### src/rtl/core/gfls_pkg.sv
// Shared constants, types and field arithmetic for the GF(2^8) linear solver.
package gfls_pkg;

  localparam int MaxUnknowns = 16;
  localparam int RowW        = $clog2(MaxUnknowns);
  localparam int CntW        = RowW + 1;
  localparam int ColW        = CntW;
  localparam int AddrW       = RowW + ColW;
  localparam int MemDepth    = 1 << AddrW;

  // Column slots beyond the coefficients: right-hand side and solution byte
  localparam logic [ColW-1:0] ColRhs = ColW'(MaxUnknowns);
  localparam logic [ColW-1:0] ColSol = ColW'(MaxUnknowns + 1);

  localparam logic [8:0] PolyReset = 9'h11B;
  localparam logic [CntW-1:0] NumReset = CntW'(MaxUnknowns);

  typedef enum logic [0:0] {
    OpWrite = 1'b0,
    OpSolve = 1'b1
  } opcode_e;

  typedef enum logic [0:0] {
    RegPoly = 1'b0,
    RegNum  = 1'b1
  } reg_index_e;

  typedef enum logic [4:0] {
    StIdle, StSrRd, StSrChk, StSwap, StInv, StScRd, StScWr,
    StElFRd, StElF, StElPRd, StElP, StElR, StNextJ,
    StBsRd, StBsChk, StBsAcc0, StBsARd, StBsA, StBsS, StBsWr,
    StOutRd, StOutLd, StSing
  } state_e;

  typedef struct packed {
    logic             we;
    logic [AddrW-1:0] waddr;
    logic [7:0]       wdata;
    logic [AddrW-1:0] raddr;
  } mem_req_t;

  typedef struct packed {
    logic            load;
    logic [RowW-1:0] idx;
    logic [7:0]      val;
    logic            status;
    logic            last;
  } result_t;

  // Carry-less product reduced by x^8 + low terms of the polynomial
  function automatic logic [7:0] gf_mul(logic [7:0] a, logic [7:0] b, logic [8:0] poly);
    logic [14:0] p;
    logic [14:0] pf;
    p  = '0;
    pf = {6'b0, 1'b1, poly[7:0]};
    for (int i = 0; i < 8; i++) begin
      if (b[i]) p = p ^ (15'(a) << i);
    end
    for (int i = 14; i >= 8; i--) begin
      if (p[i]) p = p ^ (pf << (i - 8));
    end
    return p[7:0];
  endfunction

endpackage

### src/rtl/core/gfls_mem.sv
// Matrix, right-hand side and solution store: one write port, one registered read port.
module gfls_mem (
  input  logic                      clk_i,
  input  gfls_pkg::mem_req_t        req_i,
  output logic [7:0]                rdata_o
);

  logic [7:0] mem_q [gfls_pkg::MemDepth];

  // Write the requested entry
  always_ff @(posedge clk_i) begin
    if (req_i.we) mem_q[req_i.waddr] <= req_i.wdata;
  end

  // Register the read data
  always_ff @(posedge clk_i) begin
    rdata_o <= mem_q[req_i.raddr];
  end

endmodule

### config.mk
export PLATFORM = sky130hd
export DESIGN_NAME = gfls_mem
export DESIGN_NICKNAME = d
export VERILOG_FILES = /design/src/rtl/core/gfls_pkg.sv /design/src/rtl/core/gfls_mem.sv
export SDC_FILE = /design/constraint.sdc
export NUM_CORES = 2
export LEC_CHECK = 0
export BUFFER_PORTS_ARGS = -buffer_cell sky130_fd_sc_hd__buf_2
export CORE_MARGIN = 3
export CORE_UTILIZATION = 50
export CTS_CLUSTER_DIAMETER = 60
export DETAILED_ROUTE_END_ITERATION = 10
export HOLD_SLACK_MARGIN = 0.03
export PLACE_DENSITY = 0.73
export SLEW_MARGIN = 20
export SYNTH_ARGS = -nofsm -noshare
export SYNTH_HDL_FRONTEND = slang
export SYNTH_SLANG_ARGS = --single-unit
### constraint.sdc
create_clock -name clk_i -period 4.8 [get_ports clk_i]
set_clock_uncertainty 0.05 [all_clocks]
set_input_delay 0.96 -clock clk_i [delete_from_list [all_inputs] [get_ports clk_i]]
set_output_delay 0.96 -clock clk_i [all_outputs]
set_load 0.005 [all_outputs]
==> results.md <==
- The total length of routed wires is roughly 400000 um.
- After detailed routing, the number of vias per cell comes to approximately 6.5.
- The non-filler instance count after layout is 13100.
- The worst flop-to-flop path startpoint is mem_q[281][4]$_DFFE_PP_.
- The die is 572 um wide.
- The launching element type of the critical path is an input pin.
- The later pin in the worst-skew pair is clocked with a latency of 0.94 ns.
- In this run the tool buffered the top-level ports with 35 buffer cells.
- The HPWL after detailed placement is 249000 um.
- The number of buffers created by CTS is 401.
- The number of cells produced by synthesis is between 8000 and 9000.
- The growth of design area from synthesis to finish is 13.3%.
- The total count of max-transition violations in the final report is 0.
- Once layout is complete, the utilization of the core stands at 0.570.
- The floorplan has between 200 and 250 rows.
- After clock tree synthesis, the clock-pin slew on the worst setup and hold paths is about 0.060 ns.
- The flow ran to the end, and the final reports show no timing, DRC or antenna violations.
- The highest ir drop seen on vdd is around 0.38 mV.
- For this run, asynchronously set or reset flops after synthesis account for 0.
- The kind of end point of the critical path is a register.
- After the first detailed-routing iteration, the DRC count stood at about 13000.
- On the critical path, the stage with the largest delay is an instance of sky130_fd_sc_hd__nor4_2.
- Setup repair after global routing left no endpoint under its margin.
- Data on the critical path is required at its endpoint by around 5.6 ns.
- The transition at the pin with the smallest max-transition slack is between 1 and 1.5 ns.
- During I/O placement, the number of pins put on the boundary was 36.
- The area used by multi-input combinational logic is 34000 um2.
- The most common flop cell mapped by yosys is sky130_fd_sc_hd__edfxtp_1.
- The total count of hold-check failures in the final report came to 0.
- In the routed design, unresolved DRC markers number 0.
- In this run the critical register-to-register path is captured at rdata_o[4]$_DFF_P_.
- The power per cell area is 408 nW/um2.
- The maximum number of pins on one net before global-route repair is around 130.
- The signal on the critical path passes through buf_12 > buf_12 > buf_12 > mux2i_1 > o221ai_1 > a21oi_1 > nor4_1 > nand4_1 > nor4_2 > buf_4 > o2111a_1.
- The total of cells resized after clock tree synthesis is 0.
- In this design, the stage delay of the slowest critical-path cell is just over 0.8 ns.
- The first global-routing pass estimated between 500000 and 600000 um of wire.
- The worst-case clock buffer depth is 4.
- Tracing the worst setup path back leads to its startpoint at req_i[0].
- The share of final-layout standard cells stronger than drive strength 1 is 0.212.
- Synthesis inferred just over 4000 register bits.
- For the worst flop-to-flop path, the logic depth is 8.
- TritonCTS built the clock tree.
- The critical-path maximum fanout is 28.
- The post-CTS setup-driven buffer insertion count is 0.
- The root buffer cell is sky130_fd_sc_hd__clkbuf_16.
- By startpoint and endpoint, the worst setup path is classified as in -> reg.
- The weighted congestion at the end of routability-driven global placement is 0.942.
- Counting every net in the synthesized netlist gives approximately 8100.
- The reported max-cap violation count is 0.
- Setup violations remaining at the end of the flow were counted as 0.
- The H-tree was split into 5 levels.
- The filler cell count in the final layout is approximately 23000.
- The clock sink count is between 4000 and 5000.
- The die covers between 300000 and 400000 um2.
- The synthesized area is ~160000 um2.
- Hold repair after CTS inserted 0 buffers.
- The detailed router placed roughly 85000 vias in this run.
- The cell repeated most along the worst path is sky130_fd_sc_hd__buf_12.
- The leakage power of the design is 0.0582 uW.
- The distinct cell type count after synthesis is 51.
- The final global-route overflow total is 0.
- For this run, the total global-route usage over all layers was measured as 0.249.
- The minimum clock period is between 3 and 4 ns.
- Setup slack on the worst reg-to-reg path comes out at 1.40 ns.
- The path class of the tightest hold or removal check is in -> reg.
- The startpoint identified for the worst hold timing path is req_i[9].
- The number of placed instances with taps included is 12400.
- The highest clock rate is between 0.2 and 0.3 GHz.
- The number of iterations in the first detailed-routing pass is 6.
- The arrival time at the worst endpoint is approximately 4.8 ns.
- The floorplan step set the die height to 572 um.
- Across the whole layout, storage elements account for ~120000 um2.
- The count of synthesis-stage warnings from yosys is 0.
- After synthesis, the mean cell area works out to 19.9 um2.
- The worst slew slack as a fraction of its limit is 0.164.
- In this run, synthesis inferred approximately 4100 flip-flops with an integrated enable.
- After the last flow step, the layout net total stands at roughly 8600.
- Dividing the detail-routed wire length by the instance count gives approximately 31 um.
- The initial core utilization is 0.503.
- The capture point of the worst path is rdata_o[4]$_DFF_P_.
- The detail route stage leaves a number of antenna-violating nets equal to 0.
- The total area inside the core boundary comes to 318000 um2.
- The number of antenna violations at the first check in global routing is 20.
- Of the synthesized area, sequential elements account for 0.770.
- The number of global-route vias before repair is roughly 84000.
- The final worst-path cycle share is 0.827.
flip-flops by register name, summed over array words and instances, names as in the netlist:
name / cells
rdata_o: 8
mem_q: 4096
metrics by stage:
| stage | total power [uW] | worst slack, ns | setup TNS, ns | instance area, um2 | hold slack [ns] |
|---|---|---|---|---|---|
| 2_1_floorplan | 42100 | 1.82 | 0 | 160000 | 0.888 |
| 3_3_place_gp | 43800 | -0.261 | -0.261 | 168000 | 1.09 |
| 3_5_place_dp | 43900 | 0.0579 | 0 | 168000 | 1.11 |
| 4_1_cts | 74100 | 0.989 | 0 | 181000 | 0.475 |
| 5_1_grt | 75700 | 0.919 | 0 | 181000 | 0.507 |
| 6_report | 73900 | 0.832 | 0 | 181000 | 0.499 |
cell usage after synthesis (all sizes together) (7+ instances only):
library cell,count,share of area
edfxtp,4096,0.77
mux2i,797,0.050
mux4,654,0.092
nor2,597,0.014
o221ai,372,0.020
clkbuf,265,0.0062
buf,248,0.012
a21oi,194,0.0061
o22ai,163,0.0064
o21ai,119,0.0037
nand2,111,0.0026
nor3,109,0.0034
a22oi,61,0.0029
nand3,36,0.0011
nor4,36,0.0014
nand4,32,0.0013
and2,20,0.00078
a211oi,17,0.00080
o31ai,13,0.00061
dfxtp,8,0.0010
nor3b,8,0.00038
o2111a,8,0.00056
o41ai,7,0.00038
layout make-up:
class / instances / area share
inverters: 3 / 0.000104
repair buffers: 654 / 0.0333
clock inverters: 220 / 0.0122
clock buffers: 511 / 0.0583
flip-flops and latches: 4104 / 0.679
diodes: 13 / 0.000179
well taps: 4180 / 0.0289
multi-input cells: 3410 / 0.188
placed cells by master, fill, tap and decap left out, types with 17 or more instances in the layout:
cell type,instances
sky130_fd_sc_hd__a21oi_1,194
sky130_fd_sc_hd__and2_1,20
sky130_fd_sc_hd__mux2i_1,797
sky130_fd_sc_hd__nor2_1,597
sky130_fd_sc_hd__nand4_1,32
sky130_fd_sc_hd__clkinv_2,53
sky130_fd_sc_hd__bufinv_16,35
sky130_fd_sc_hd__a211oi_1,17
sky130_fd_sc_hd__clkbuf_16,405
sky130_fd_sc_hd__o22ai_1,163
sky130_fd_sc_hd__nor3_1,107
sky130_fd_sc_hd__mux4_2,654
sky130_fd_sc_hd__nand3_1,32
sky130_fd_sc_hd__buf_2,23
sky130_fd_sc_hd__buf_12,88
sky130_fd_sc_hd__o221ai_1,371
sky130_fd_sc_hd__clkinv_1,89
sky130_fd_sc_hd__o21ai_0,118
sky130_fd_sc_hd__buf_4,532
sky130_fd_sc_hd__clkbuf_1,102
sky130_fd_sc_hd__edfxtp_1,4096
sky130_fd_sc_hd__a22oi_1,61
sky130_fd_sc_hd__nor4_1,34
sky130_fd_sc_hd__nand2_1,97
layer usage:
metal / GRT usage / vias to the layer above / wire [um]
met5: 0 / - / 57
met2: 0.391 / 5502 / 194000
li1: - / 34600 / -
met4: 0.0924 / 8 / 17100
met3: 0.0548 / 874 / 47900
met1: 0.346 / 43600 / 150000
logic make-up after synthesis:
| group | Yosys count | synth area share |
|---|---|---|
| compound gates | 979 | 0.0431 |
| buf+inv | 516 | 0.0185 |
| flops | 4104 | 0.770 |
| mux | 1451 | 0.142 |
| simple gates | 980 | 0.0263 |
how the worst min path moves through the flow:
stage	to	slack (ns)	cells after the start
2_1_floorplan	rdata_o[0]$_DFF_P_	0.89	6
3_3_place_gp	rdata_o[6]$_DFF_P_	1.09	6
3_5_place_dp	rdata_o[5]$_DFF_P_	1.11	4
4_1_cts	mem_q[210][6]$_DFFE_PP_	0.48	1
5_1_grt	mem_q[208][6]$_DFFE_PP_	0.51	1
6_report	mem_q[175][0]$_DFFE_PP_	0.50	1
worst max-delay path, delay by kind of cell:
family                 cells  cell delay, ns
and+or+nand+nor            3            1.81
buffers and inverters      4            1.02
AOI/OAI and AO/OA          3            0.69
muxes                      1            0.13
power by group:
part           switching, uW  internal (uW)
Clock                  13200          17500
Sequential              48.2          39500
Combinational           2450           1180
Total                  15700          58200
Power figures use the tool's default switching activity.
