--- config.mk ---
export PLATFORM = sky130hd
export DESIGN_NAME = gfls_ctrl
export DESIGN_NICKNAME = d
export VERILOG_FILES = /design/src/rtl/core/gfls_pkg.sv /design/src/rtl/core/gfls_ctrl.sv
export SDC_FILE = /design/constraint.sdc
export NUM_CORES = 1
export LEC_CHECK = 0
export BUFFER_PORTS_ARGS = -buffer_cell sky130_fd_sc_hd__clkbuf_2
export CAP_MARGIN = 20
export CORE_UTILIZATION = 45
export DETAILED_ROUTE_END_ITERATION = 7
export GPL_TIMING_DRIVEN = 0
export PLACE_DENSITY = 0.66
export SYNTH_ARGS = -nofsm -noshare
export SYNTH_HDL_FRONTEND = slang
export SYNTH_SLANG_ARGS = --single-unit
--- constraint.sdc ---
create_clock -name clk_i -period 7.35 [get_ports clk_i]
set_input_delay 1.1025 -clock clk_i [delete_from_list [all_inputs] [get_ports clk_i]]
set_output_delay 1.1025 -clock clk_i [all_outputs]
set_load 0.005 [all_outputs]
--- src/rtl/core/gfls_pkg.sv ---
// Shared constants, types and field arithmetic for the GF(2^8) linear solver.
package gfls_pkg;

  localparam int MaxUnknowns = 16;
  localparam int RowW        = $clog2(MaxUnknowns);
  localparam int CntW        = RowW + 1;
  localparam int ColW        = CntW;
  localparam int AddrW       = RowW + ColW;
  localparam int MemDepth    = 1 << AddrW;

  // Column slots beyond the coefficients: right-hand side and solution byte
  localparam logic [ColW-1:0] ColRhs = ColW'(MaxUnknowns);
  localparam logic [ColW-1:0] ColSol = ColW'(MaxUnknowns + 1);

  localparam logic [8:0] PolyReset = 9'h11B;
  localparam logic [CntW-1:0] NumReset = CntW'(MaxUnknowns);

  typedef enum logic [0:0] {
    OpWrite = 1'b0,
    OpSolve = 1'b1
  } opcode_e;

  typedef enum logic [0:0] {
    RegPoly = 1'b0,
    RegNum  = 1'b1
  } reg_index_e;

  typedef enum logic [4:0] {
    StIdle, StSrRd, StSrChk, StSwap, StInv, StScRd, StScWr,
    StElFRd, StElF, StElPRd, StElP, StElR, StNextJ,
    StBsRd, StBsChk, StBsAcc0, StBsARd, StBsA, StBsS, StBsWr,
    StOutRd, StOutLd, StSing
  } state_e;

  typedef struct packed {
    logic             we;
    logic [AddrW-1:0] waddr;
    logic [7:0]       wdata;
    logic [AddrW-1:0] raddr;
  } mem_req_t;

  typedef struct packed {
    logic            load;
    logic [RowW-1:0] idx;
    logic [7:0]      val;
    logic            status;
    logic            last;
  } result_t;

  // Carry-less product reduced by x^8 + low terms of the polynomial
  function automatic logic [7:0] gf_mul(logic [7:0] a, logic [7:0] b, logic [8:0] poly);
    logic [14:0] p;
    logic [14:0] pf;
    p  = '0;
    pf = {6'b0, 1'b1, poly[7:0]};
    for (int i = 0; i < 8; i++) begin
      if (b[i]) p = p ^ (15'(a) << i);
    end
    for (int i = 14; i >= 8; i--) begin
      if (p[i]) p = p ^ (pf << (i - 8));
    end
    return p[7:0];
  endfunction

endpackage

--- src/rtl/core/gfls_ctrl.sv ---
// Elimination sequencer: walks the matrix store, holds row order and configuration.
module gfls_ctrl (
  input  logic                          clk_i,
  input  logic                          rst_ni,
  input  logic                          cfg_we_i,
  input  logic                          cfg_index_i,
  input  logic [8:0]                    cfg_wdata_i,
  input  logic                          in_valid_i,
  output logic                          in_ready_o,
  input  logic                          opcode_i,
  input  logic [gfls_pkg::RowW-1:0]     row_index_i,
  input  logic [gfls_pkg::RowW-1:0]     col_index_i,
  input  logic                          is_rhs_i,
  input  logic [7:0]                    value_i,
  input  logic                          slot_free_i,
  output gfls_pkg::result_t             res_o,
  output gfls_pkg::mem_req_t            mem_o,
  input  logic [7:0]                    rdata_i
);

  localparam int RW = gfls_pkg::RowW;
  localparam int CW = gfls_pkg::CntW;

  gfls_pkg::state_e state_q, state_d;

  logic [8:0]    poly_q;
  logic [CW-1:0] n_q;
  logic [CW-1:0] j_q, k_q, l_q, c_q, i_q;
  logic [RW-1:0] ro_q [gfls_pkg::MaxUnknowns];
  logic [RW-1:0] rk_q, p_q, r_q;
  logic [7:0]    piv_q, y_q, iv_q, f_q, pc_q, a_q, acc_q;
  logic [7:0]    mul_a, mul_b, mul_y;
  logic [gfls_pkg::ColW-1:0] col_c;
  logic          in_xfer;

  assign in_ready_o = (state_q == gfls_pkg::StIdle);
  assign in_xfer    = in_valid_i && in_ready_o;
  assign col_c      = (c_q == n_q) ? gfls_pkg::ColRhs : c_q;
  assign mul_y      = gfls_pkg::gf_mul(mul_a, mul_b, poly_q);

  // Configuration registers
  always_ff @(posedge clk_i or negedge rst_ni) begin
    if (!rst_ni) begin
      poly_q <= gfls_pkg::PolyReset;
      n_q    <= gfls_pkg::NumReset;
    end else if (cfg_we_i) begin
      case (cfg_index_i)
        gfls_pkg::RegPoly: poly_q <= cfg_wdata_i;
        gfls_pkg::RegNum: begin
          if (cfg_wdata_i[CW-1:0] == '0) n_q <= CW'(1);
          else if (cfg_wdata_i[CW-1:0] > gfls_pkg::NumReset) n_q <= gfls_pkg::NumReset;
          else n_q <= cfg_wdata_i[CW-1:0];
        end
        default: ;
      endcase
    end
  end

  // State register
  always_ff @(posedge clk_i or negedge rst_ni) begin
    if (!rst_ni) state_q <= gfls_pkg::StIdle;
    else         state_q <= state_d;
  end

  // Next state, memory requests, multiplier operands and result strobe
  always_comb begin
    state_d     = state_q;
    mem_o       = '0;
    mul_a       = '0;
    mul_b       = '0;
    res_o       = '0;
    case (state_q)
      gfls_pkg::StIdle: begin
        if (in_xfer) begin
          if (opcode_i == gfls_pkg::OpSolve) begin
            state_d = gfls_pkg::StSrRd;
          end else begin
            mem_o.we    = 1'b1;
            mem_o.waddr = {row_index_i, is_rhs_i ? gfls_pkg::ColRhs : {1'b0, col_index_i}};
            mem_o.wdata = value_i;
          end
        end
      end
      gfls_pkg::StSrRd: begin
        mem_o.raddr = {ro_q[k_q[RW-1:0]], j_q};
        state_d     = gfls_pkg::StSrChk;
      end
      gfls_pkg::StSrChk: begin
        if (rdata_i != '0) state_d = gfls_pkg::StSwap;
        else if (k_q + CW'(1) == n_q) state_d = gfls_pkg::StSing;
        else state_d = gfls_pkg::StSrRd;
      end
      gfls_pkg::StSwap: state_d = gfls_pkg::StInv;
      gfls_pkg::StInv: begin
        mul_a = piv_q;
        mul_b = y_q;
        if (mul_y == 8'd1 || y_q == 8'hFF) state_d = gfls_pkg::StScRd;
      end
      gfls_pkg::StScRd: begin
        mem_o.raddr = {p_q, col_c};
        state_d     = gfls_pkg::StScWr;
      end
      gfls_pkg::StScWr: begin
        mul_a       = iv_q;
        mul_b       = rdata_i;
        mem_o.we    = 1'b1;
        mem_o.waddr = {p_q, col_c};
        mem_o.wdata = mul_y;
        if (c_q != n_q) state_d = gfls_pkg::StScRd;
        else if (j_q + CW'(1) == n_q) state_d = gfls_pkg::StNextJ;
        else state_d = gfls_pkg::StElFRd;
      end
      gfls_pkg::StElFRd: begin
        mem_o.raddr = {ro_q[l_q[RW-1:0]], j_q};
        state_d     = gfls_pkg::StElF;
      end
      gfls_pkg::StElF: state_d = gfls_pkg::StElPRd;
      gfls_pkg::StElPRd: begin
        mem_o.raddr = {p_q, col_c};
        state_d     = gfls_pkg::StElP;
      end
      gfls_pkg::StElP: begin
        mem_o.raddr = {r_q, col_c};
        state_d     = gfls_pkg::StElR;
      end
      gfls_pkg::StElR: begin
        mul_a       = pc_q;
        mul_b       = f_q;
        mem_o.we    = 1'b1;
        mem_o.waddr = {r_q, col_c};
        mem_o.wdata = rdata_i ^ mul_y;
        if (c_q != n_q) state_d = gfls_pkg::StElPRd;
        else if (l_q + CW'(1) == n_q) state_d = gfls_pkg::StNextJ;
        else state_d = gfls_pkg::StElFRd;
      end
      gfls_pkg::StNextJ: begin
        if (j_q + CW'(1) == n_q) state_d = gfls_pkg::StBsRd;
        else state_d = gfls_pkg::StSrRd;
      end
      gfls_pkg::StBsRd: begin
        mem_o.raddr = {ro_q[j_q[RW-1:0]], j_q};
        state_d     = gfls_pkg::StBsChk;
      end
      gfls_pkg::StBsChk: begin
        mem_o.raddr = {p_q, gfls_pkg::ColRhs};
        if (rdata_i == '0) state_d = gfls_pkg::StSing;
        else state_d = gfls_pkg::StBsAcc0;
      end
      gfls_pkg::StBsAcc0: begin
        if (j_q + CW'(1) == n_q) state_d = gfls_pkg::StBsWr;
        else state_d = gfls_pkg::StBsARd;
      end
      gfls_pkg::StBsARd: begin
        mem_o.raddr = {p_q, i_q};
        state_d     = gfls_pkg::StBsA;
      end
      gfls_pkg::StBsA: begin
        mem_o.raddr = {i_q[RW-1:0], gfls_pkg::ColSol};
        state_d     = gfls_pkg::StBsS;
      end
      gfls_pkg::StBsS: begin
        mul_a = a_q;
        mul_b = rdata_i;
        if (i_q + CW'(1) == n_q) state_d = gfls_pkg::StBsWr;
        else state_d = gfls_pkg::StBsARd;
      end
      gfls_pkg::StBsWr: begin
        mem_o.we    = 1'b1;
        mem_o.waddr = {j_q[RW-1:0], gfls_pkg::ColSol};
        mem_o.wdata = acc_q;
        if (j_q == '0) state_d = gfls_pkg::StOutRd;
        else state_d = gfls_pkg::StBsRd;
      end
      gfls_pkg::StOutRd: begin
        mem_o.raddr = {i_q[RW-1:0], gfls_pkg::ColSol};
        state_d     = gfls_pkg::StOutLd;
      end
      gfls_pkg::StOutLd: begin
        // hold the read address so the data stays valid while the slot is busy
        mem_o.raddr = {i_q[RW-1:0], gfls_pkg::ColSol};
        if (slot_free_i) begin
          res_o.load   = 1'b1;
          res_o.idx    = i_q[RW-1:0];
          res_o.val    = rdata_i;
          res_o.status = 1'b0;
          res_o.last   = (i_q + CW'(1) == n_q);
          state_d      = res_o.last ? gfls_pkg::StIdle : gfls_pkg::StOutRd;
        end
      end
      gfls_pkg::StSing: begin
        if (slot_free_i) begin
          res_o.load   = 1'b1;
          res_o.idx    = j_q[RW-1:0];
          res_o.val    = '0;
          res_o.status = 1'b1;
          res_o.last   = 1'b1;
          state_d      = gfls_pkg::StIdle;
        end
      end
      default: state_d = gfls_pkg::StIdle;
    endcase
  end

  // Advance counters and latch operands
  always_ff @(posedge clk_i) begin
    case (state_q)
      gfls_pkg::StIdle: begin
        if (in_xfer && opcode_i == gfls_pkg::OpSolve) begin
          for (int m = 0; m < gfls_pkg::MaxUnknowns; m++) ro_q[m] <= RW'(m);
          j_q <= '0;
          k_q <= '0;
        end
      end
      gfls_pkg::StSrRd: rk_q <= ro_q[k_q[RW-1:0]];
      gfls_pkg::StSrChk: begin
        piv_q <= rdata_i;
        if (rdata_i == '0) k_q <= k_q + CW'(1);
      end
      gfls_pkg::StSwap: begin
        if (k_q != j_q) ro_q[k_q[RW-1:0]] <= ro_q[j_q[RW-1:0]];
        ro_q[j_q[RW-1:0]] <= rk_q;
        p_q <= rk_q;
        y_q <= 8'd1;
      end
      gfls_pkg::StInv: begin
        c_q <= '0;
        if (mul_y == 8'd1) iv_q <= y_q;
        else if (y_q == 8'hFF) iv_q <= '0;
        else y_q <= y_q + 8'd1;
      end
      gfls_pkg::StScWr: begin
        c_q <= c_q + CW'(1);
        l_q <= j_q + CW'(1);
      end
      gfls_pkg::StElFRd: r_q <= ro_q[l_q[RW-1:0]];
      gfls_pkg::StElF: begin
        f_q <= rdata_i;
        c_q <= j_q;
      end
      gfls_pkg::StElP: pc_q <= rdata_i;
      gfls_pkg::StElR: begin
        if (c_q != n_q) c_q <= c_q + CW'(1);
        else l_q <= l_q + CW'(1);
      end
      gfls_pkg::StNextJ: begin
        if (j_q + CW'(1) == n_q) begin
          j_q <= n_q - CW'(1);
        end else begin
          j_q <= j_q + CW'(1);
          k_q <= j_q + CW'(1);
        end
      end
      gfls_pkg::StBsRd: p_q <= ro_q[j_q[RW-1:0]];
      gfls_pkg::StBsAcc0: begin
        acc_q <= rdata_i;
        i_q   <= j_q + CW'(1);
      end
      gfls_pkg::StBsA: a_q <= rdata_i;
      gfls_pkg::StBsS: begin
        acc_q <= acc_q ^ mul_y;
        i_q   <= i_q + CW'(1);
      end
      gfls_pkg::StBsWr: begin
        i_q <= '0;
        if (j_q != '0) j_q <= j_q - CW'(1);
      end
      gfls_pkg::StOutLd: begin
        if (slot_free_i) i_q <= i_q + CW'(1);
      end
      default: ;
    endcase
  end

endmodule

==> results of run 1 <==
==> registers in the layout (all words and copies together), names as in the netlist, 8 cells and up, named ones only <==
register / cells
ro_q: 64
a_q: 8
acc_q: 8
f_q: 8
iv_q: 8
pc_q: 8
piv_q: 8
poly_q: 8
y_q: 8
==> synth_stat cells, types with 31 or more instances <==
library cell	n
nor2_1	78
o21ai_0	74
a21oi_1	31
nand2_1	208
xnor2_1	95
and2_1	32
mux4_2	60
nand3_1	56
nor3_1	38
clkbuf_1	79
xor2_1	56
edfxtp_1	157
==> worst max-delay path by stage <==
stage / start / endpoint / cells after the start
after global routing: state_q[4] / mem_o[15] / 22
final: state_q[1] / mem_o[13] / 20
after global placement: state_q[4] / mem_o[15] / 22
after floorplan: rdata_i[6] / mem_o[11] / 17
after CTS: state_q[4] / mem_o[15] / 22
after detailed placement: rdata_i[6] / mem_o[11] / 19
==> critical path: stages (launching register included) <==
cell and delay, ns:
dfrtp_1 0.48, clkinv_1 0.37, nor3_4 0.25, buf_4 0.19
a2111o_1 0.18, buf_2 0.25, nand2_2 0.08, xnor2_1 0.24
xnor2_2 0.19, xnor3_2 0.53, o211ai_1 0.11, o211ai_1 0.17
o21bai_1 0.30, nand2_1 0.19, buf_2 0.23, o41ai_1 0.40
a21oi_1 0.18, xnor3_1 0.52, a222oi_1 0.34, o21ai_0 0.14
clkbuf_2 0.16
==> power by group <==
group | total (uW) | internal (uW) | switching (uW)
registers | 1600 | 1410 | 191
logic | 3270 | 1220 | 2050
clock network | 926 | 454 | 472
==> timing repair <==
item	in CTS	in global routing
hold buffers	0	0
setup buffers	0	5
endpoints found under the setup margin	5	8
gates resized for setup	6	24
pin swaps	0	8
==> area by class of cell <==
class                   instances  area, sq um  share of cell area (%)
plain buffers                 110          480                    3.06
clock buffers                  17          425                    2.71
clock inverters                15          149                   0.948
inverters                      31          120                   0.765
multi-input cells            1080         8140                    51.8
flip-flops and latches        187         5410                    34.5
well taps                     396          495                    3.15
repair buffers                 92          489                    3.11
==> per-stage QoR <==
stage / instance area [sq um] / hold WS (ns)
6_report: 15700 / 0.567
5_1_grt: 15700 / 0.601
4_1_cts: 15600 / 0.570
3_5_place_dp: 15000 / 0.549
3_3_place_gp: 14900 / 0.545
2_1_floorplan: 14000 / 0.505
==> cell families (layout without fill, tap and decap cells) <==
logic type,Yosys count,in the layout,synth area share [%]
adder cells (fa/ha/maj),14,14,1.25
AO/OA/AOI/OAI,300,300,15.7
multiplexers,87,87,11.7
XOR/XNOR,161,161,10.9
buffers and inverters,141,265,4.15
flip-flops,187,187,38.6
AND/OR/NAND/NOR,518,518,17.7
==> metal layers <==
layer,GRT usage (%),routed length [um]
met5,0,0
met4,12.7,1900
met3,4.90,4380
met1,39.5,18400
met2,48.8,22400
==> impl_metrics.csv, run 1 <==
group,metric,value,unit
status,status,"complete, no violations",
synth,ys_seq_area_share,38.6,%
route,drt-initial-drc-count,1702,
synth,ys.flop_type,"edfxtp_1",
power_and_ir_drop,ir_drop,0.231,mV
global_routing,grt_pass1_vias,11600,
synth,mappedNetlistArea,14000,sq um
layout,instances_no_fill,1928,
setup_path,cp-end-kind,"output port",
hold_path,holdCritStartpoint,"l_q[1]",
setup_path,rr_worst_depth,20,
hold_path,min_path_type,"reg -> reg",
setup_path,start_kind,"flop",
layout,syn_to_final_growth,12.0,%
setup_path,crit_arrival,5.95,ns
synth,syn_nets,1463,
run,drv_cap,0,
layout,fillers,2793,
cts,clockRootBuffer,"clkbuf_16",
placed_design,port_buffers,82,
floorplan,die_height,179,um
layout,layout_common_cells,"nand2_1, edfxtp_1, xnor2_1, clkbuf_2, nor2_1",
synth,synth_seq_cells,187,
layout,diodes,0,
setup_path,rrSetupSlack,0.89,ns
floorplan,fp-row-count,64,
placed_design,routabilityCongestion,0.975,
route,vias,12500,
route,drt_pass1_iterations,5,
placed_design,dp_hpwl,35.1,mm
cts,cts_sinks,187,
route,vias_per_cell,6.48,
sta,finalHoldViolCount,0,
cts,clock_latency,0.45,ns
sta,post-route-period-util,96.0,%
synth,synth_warnings,0,
power_and_ir_drop,p_per_area,369,nW/um^2
route,drc_errors,0,
synth,syn_inst,1408,
synth,synth_top_area_cell,"edfxtp_1",
global_routing,grt_max_degree,20,
sta,finalClockSkew,0.0135,ns
route,antenna_left,0,
floorplan,pin_count,84,
placed_design,dpl.cell_count,1891,
sta,period_needed,7.06,ns
layout,final_common_cell,"nand2_1",
route,wl_per_cell,24.4,um
floorplan,die_area,31900,sq um
cts,htreeDepth,4,
placed_design,dp_slack,0.342,ns
sta,tns,0,ns
setup_path,worstPathRequired,6.25,ns
setup_path,worstSetupPathType,"reg -> out",
cts,cts_made_buffers,17,
floorplan,dieWidth,179,um
setup_path,cp_max_fo,10,
sta,fmax,142,MHz
synth,synth-edff-count,157,
sta,fin_ws,0.293,ns
sta,maxSlewViolCount,0,
synth,avgSynthCellArea,9.96,sq um
synth,yosys-top-cells-area,"edfxtp_1, mux4_2, xnor2_1",
sta,rsz0062_at_grt,"false",
cts,path_clk_slew,0.07,ns
global_routing,groute.usage.overall,30.0,%
layout,layout-drive-gt1-share,17.9,%
synth,synthDominantCellAreaShare,33.6,%
sta,relSlewSlack,29.4,%
layout,nNetsFinal,1574,
hold_path,hold_depth,1,
synth,async_flop_share,9.63,%
setup_path,timing.rr.start,"state_q[1]",
cts,ctsLongestPathBuffers,2,
global_routing,overflow,0,
global_routing,antenna_found_initial,0,
floorplan,start_util,45.8,%
cts,cts_tree,"yes",
setup_path,rr_endpoint,"iv_q[4]",
power_and_ir_drop,power,5800,uW
power_and_ir_drop,p_leak,0.00553,uW
floorplan,fp.coreArea,30600,sq um
global_routing,grt_pass1_wl,70.5,mm
synth,synth.distinct_cells,85,
sta,tightest_slew,1.06,ns
layout,final_util,51.3,%
route,postRouteWirelength,47.1,mm
sta,setup_viol_count_final,0,
(Power assumes the default switching activity.)
==> run 2, diff against run 1 <==
RECOVER_POWER = 50   (was default)
==> impl_metrics.csv, run 2 (synthesis results as in run 1) <==
group,metric,value,unit
layout,layout_common_cells,"nand2_1, edfxtp_1, xnor2_1, clkbuf_1",
route,drt_pass1_iterations,6,
setup_path,cp_common_cell,"buf_2",
layout,seqCellArea,5410,sq um
floorplan,die_height,179,um
route,antenna_left,0,
power_and_ir_drop,p_leak,0.00549,uW
setup_path,rr_endpoint,"iv_q[4]",
setup_path,rrSetupSlack,0.87,ns
floorplan,pin_count,84,
layout,final_area,15700,sq um
setup_path,rr_worst_depth,20,
route,drt-initial-drc-count,1724,
cts,cts_sinks,187,
global_routing,antenna_found_initial,0,
setup_path,startpoint,"state_q[1]",
global_routing,groute.usage.overall,30.0,%
global_routing,grt_pass1_vias,11600,
hold_path,hold_depth,1,
power_and_ir_drop,switchingPower,2710,uW
floorplan,dieWidth,179,um
floorplan,fp-row-count,64,
layout,largest_register,"ro_q",
setup_path,worstPathRequired,6.25,ns
layout,multi_input_area,8130,sq um
global_routing,overflow,0,
sta,maxSlewViolCount,0,
placed_design,dp_hpwl,35.1,mm
power_and_ir_drop,seqPwrFrac,27.7,%
setup_path,cp-end-kind,"output port",
placed_design,dpl_cell_area,15000,sq um
route,vias_per_cell,6.50,
run,drv_cap,0,
placed_design,port_buffers,82,
placed_design,dpl.cell_count,1891,
floorplan,start_util,45.8,%
layout,final_common_cell,"nand2_1",
layout,syn_to_final_growth,11.8,%
hold_path,holdCritStartpoint,"l_q[1]",
sta,relSlewSlack,7.86,%
layout,nNetsFinal,1574,
sta,tns,0,ns
setup_path,worstSetupPathType,"reg -> out",
placed_design,routabilityCongestion,0.975,
power_and_ir_drop,combPwrFrac,56.4,%
layout,instances_no_fill,1928,
layout,final_util,51.3,%
route,drc_errors,0,
layout,layout-drive-gt1-share,17.0,%
cts,path_clk_slew,0.07,ns
floorplan,fp.coreArea,30600,sq um
floorplan,die_area,31900,sq um
route,vias,12500,
power_and_ir_drop,clockPowerShare,15.9,%
cts,hold_buffers,0,
route,wl_per_cell,24.4,um
cts,ctsLongestPathBuffers,2,
hold_path,min_path_type,"reg -> reg",
cts,htreeDepth,4,
sta,rsz0062_at_grt,"false",
global_routing,grt_max_degree,20,
global_routing,grt_pass1_wl,70.5,mm
cts,clock_latency,0.45,ns
power_and_ir_drop,internal_power,3080,uW
setup_path,cp_slowest_stage_delay,0.54,ns
status,status,"complete, no violations",
sta,post-route-period-util,96.9,%
setup_path,crit_slowest_cell,"xnor3_2",
sta,setup_viol_count_final,0,
setup_path,crit_end,"mem_o[15]",
setup_path,critPathTopFamily,"XOR/XNOR gates",
cts,cts_made_buffers,17,
power_and_ir_drop,ir_drop,0.229,mV
setup_path,cp_num_cells,22,
layout,diodes,0,
layout,fillers,2797,
setup_path,path_cells,"clkinv_1, nor3_4, buf_4, a2111o_1, buf_2, nand2_2, xnor2_1, xnor2_2, xnor3_2, buf_2, or4_1, a31oi_2, or3_1, buf_2, nand2_2, xor2_1, nand2_1, xnor2_1, xnor2_2, a222oi_1, o21ai_0, clkbuf_2",
power_and_ir_drop,power,5800,uW
setup_path,critPathBufInv,6,
sta,fmax,140,MHz
sta,finalHoldViolCount,0,
sta,finalClockSkew,0.0153,ns
cts,clockRootBuffer,"clkbuf_16",
setup_path,timing.rr.start,"state_q[1]",
sta,period_needed,7.12,ns
power_and_ir_drop,swShare,46.8,%
setup_path,cp_max_fo,10,
setup_path,start_kind,"flop",
layout,largest_register_ffs,64,
sta,tightest_slew,1.38,ns
route,postRouteWirelength,47.1,mm
power_and_ir_drop,p_per_area,370,nW/um^2
setup_path,crit_arrival,6.02,ns
cts,cts_tree,"yes",
[run 2: changes by cell type in the layout (fill, tap and decap cells not counted), moves of 2 or more]
cell and delta:
and2_0 +2, clkbuf_1 +19, buf_1 -7, and2_1 -2, clkbuf_2 -9
[run 2: worst min-delay path by stage]
stage,endpoint,slack (ns)
floorplan,flop,0.51
global placement,flop,0.55
detailed placement,flop,0.55
CTS,flop,0.57
global route,flop,0.60
finish,flop,0.57
[run 2: routing by layer]
layer	GRT usage (%)	up-vias	part of all wire, %
li1	-	5524	-
met1	39.5	6092	39
met2	48.8	789	48
met3	4.90	127	9.1
met4	12.7	0	4.1
met5	0	-	0
[run 2: stage by stage]
stage                     hold WS [ns]  worst slack, ns
final                            0.565            0.230
after global routing             0.601           0.0227
after CTS                        0.570          0.00420
after detailed placement         0.549            0.342
after global placement           0.545           0.0866
after floorplan                  0.505             1.19
[run 2: final cells by class]
| type | count | area share [%] |
|---|---|---|
| plain buffers | 110 | 3.06 |
| clock buffers | 17 | 2.71 |
| clock inverters | 15 | 0.950 |
| inverters | 31 | 0.766 |
| multi-input cells | 1080 | 51.9 |
| flip-flops and latches | 187 | 34.5 |
| well taps | 396 | 3.16 |
| repair buffers | 92 | 2.97 |
[run 2: power groups by stage]
stage / logic, uW / registers, uW / clock network (uW)
global placement: 3100 / 1610 / 0
CTS: 3160 / 1590 / 927
global route: 3460 / 1620 / 962
floorplan: 2220 / 1540 / 0
finish: 3270 / 1600 / 924
detailed placement: 3140 / 1620 / 0
[run 2: repair_timing]
item / in CTS / in global routing
buffers inserted: 0 / 5
pin swaps: 0 / 8
resized for setup: 6 / 24
endpoints found under the setup margin: 5 / 8
cloned: 0 / 0
==> run 3, diff against run 2 <==
REMOVE_ABC_BUFFERS = 1   (was default)
==> impl_metrics.csv, run 3 (synthesis results as in run 1) <==
group,metric,value,unit
status,status,"complete, no violations",
route,drt_pass1_iterations,6,
cts,cts_tree,"yes",
setup_path,cp_max_fo,23,
route,vias_per_cell,6.52,
route,wl_per_cell,23.7,um
placed_design,dpl.cell_count,1786,
placed_design,dp_hpwl,30.9,mm
cts,ctsLongestPathBuffers,2,
floorplan,fp-row-count,64,
layout,instances_no_fill,1839,
floorplan,start_util,45.8,%
global_routing,groute.usage.overall,27.7,%
setup_path,crit_arrival,6.15,ns
sta,setup_viol_count_final,0,
floorplan,dieWidth,179,um
setup_path,timing.rr.start,"state_q[2]",
power_and_ir_drop,ir_drop,0.217,mV
layout,layout_common_cells,"nand2_1, edfxtp_1, xnor2_1, nor2_1, o21ai_0",
route,antenna_left,0,
route,drt-initial-drc-count,1488,
layout,layout-drive-gt1-share,18.5,%
cts,hold_buffers,0,
cts,clock_latency,0.46,ns
global_routing,antenna_found_initial,1,
placed_design,dp_slack,-1.66,ns
sta,maxSlewViolCount,0,
layout,fillers,2729,
floorplan,fp.coreArea,30600,sq um
cts,htreeDepth,4,
global_routing,grt_pass1_wl,66.0,mm
layout,nNetsFinal,1484,
sta,period_needed,7.25,ns
power_and_ir_drop,p_per_area,367,nW/um^2
floorplan,die_area,31900,sq um
placed_design,port_buffers,82,
layout,final_util,50.7,%
sta,rsz0062_at_grt,"true",
power_and_ir_drop,power,5690,uW
hold_path,min_path_type,"reg -> reg",
layout,final_common_cell,"nand2_1",
layout,largest_register_ffs,64,
sta,fin_ws,0.0988,ns
floorplan,pin_count,84,
setup_path,rrSetupSlack,0.68,ns
route,postRouteWirelength,43.6,mm
layout,largest_register,"ro_q",
floorplan,die_height,179,um
setup_path,cp-end-kind,"output port",
sta,tightest_slew,1.13,ns
sta,relSlewSlack,24.4,%
cts,path_clk_slew,0.08,ns
setup_path,rr_worst_depth,18,
setup_path,rr_endpoint,"iv_q[4]",
global_routing,grt_pass1_vias,11000,
cts,clockRootBuffer,"clkbuf_16",
hold_path,holdCritStartpoint,"l_q[1]",
hold_path,hold_depth,1,
route,drc_errors,0,
setup_path,start_kind,"flop",
layout,syn_to_final_growth,10.6,%
sta,fmax,138,MHz
global_routing,overflow,0,
sta,post-route-period-util,98.7,%
cts,cts_sinks,187,
global_routing,grt_max_degree,33,
run,drv_cap,0,
power_and_ir_drop,p_leak,0.00537,uW
setup_path,worstSetupPathType,"reg -> out",
sta,finalClockSkew,0.0183,ns
placed_design,dpl_cell_area,14600,sq um
cts,cts_made_buffers,17,
route,vias,12000,
layout,final_area,15500,sq um
sta,finalHoldViolCount,0,
placed_design,routabilityCongestion,0.960,
setup_path,worstPathRequired,6.25,ns
[run 3: changes by cell type in the layout (fill, tap and decap cells not counted), sizes merged]
cell,delta
clkbuf,-80
diode,+1
and2,+1
clkdlybuf4s18,-1
buf,-10
[run 3: layer usage]
metal | part of all wire (%) | track usage, % | vias up
li1 | - | - | 5347
met1 | 41 | 38.0 | 5780
met2 | 46 | 43.8 | 754
met3 | 9.4 | 4.20 | 115
met4 | 3.7 | 11.3 | 0
met5 | 0 | 0 | -
[run 3: worst max path at each step]
stage          startpoint         to  slack (ns)  cells past startpoint
6_report       state_q[2]  mem_o[14]         0.1                     18
5_1_grt        state_q[2]  mem_o[14]       -0.06                     19
4_1_cts        state_q[2]  mem_o[14]        0.02                     18
3_5_place_dp   state_q[1]  mem_o[14]       -1.66                     17
3_3_place_gp   state_q[2]  mem_o[14]       -1.61                     17
2_1_floorplan  state_q[1]  mem_o[11]        0.27                     16
[run 3: power by group]
group / leakage, uW / internal, uW / total [uW] / switching [uW]
sequential: 0.00168 / 1420 / 1890 / 473
clock: 0.000291 / 459 / 932 / 472
combinational: 0.00340 / 1190 / 2870 / 1670
total: 0.00537 / 3070 / 5690 / 2620
[run 3: cell type report]
class                   instances  area, sq um  share of cell area (%)
diodes                          1         2.50                  0.0161
clock buffers                  17          425                    2.74
clock inverters                15          169                    1.09
inverters                      31          120                   0.775
multi-input cells            1081         8250                    53.2
flip-flops and latches        187         5430                    35.0
well taps                     396          495                    3.20
repair buffers                111          617                    3.98
[run 3: repair_timing]
| action | in CTS | in global routing |
|---|---|---|
| setup buffers | 10 | 6 |
| endpoints found under the setup margin | 41 | 8 |
| hold endpoints to repair | 0 | 0 |
| gates resized for setup | 27 | 20 |
| cloned | 1 | 0 |
| pin swaps | 5 | 4 |
[run 3: stage by stage]
stage	hold WS, ns	TNS [ns]
after floorplan	0.505	0
after global routing	0.610	-0.0680
after detailed placement	0.558	-45.50
after CTS	0.580	0
final	0.578	0
after global placement	0.553	-43.06
[run 3: critical path: stages (launching register included)]
cell and delay [ns]:
dfrtp_4 0.59, buf_16 0.20, and3b_1 0.27, and3_1 0.21, a2111o_2 0.52, nor3b_2 0.20
a311oi_4 0.46, a21boi_2 0.13, xnor3_2 0.29, o211ai_1 0.12, o211ai_1 0.19, or3_4 0.47
a2111o_1 0.47, nand3_4 0.14, mux2i_1 0.26, xnor3_2 0.45, a222oi_1 0.33, o21ai_0 0.21
clkbuf_2 0.17
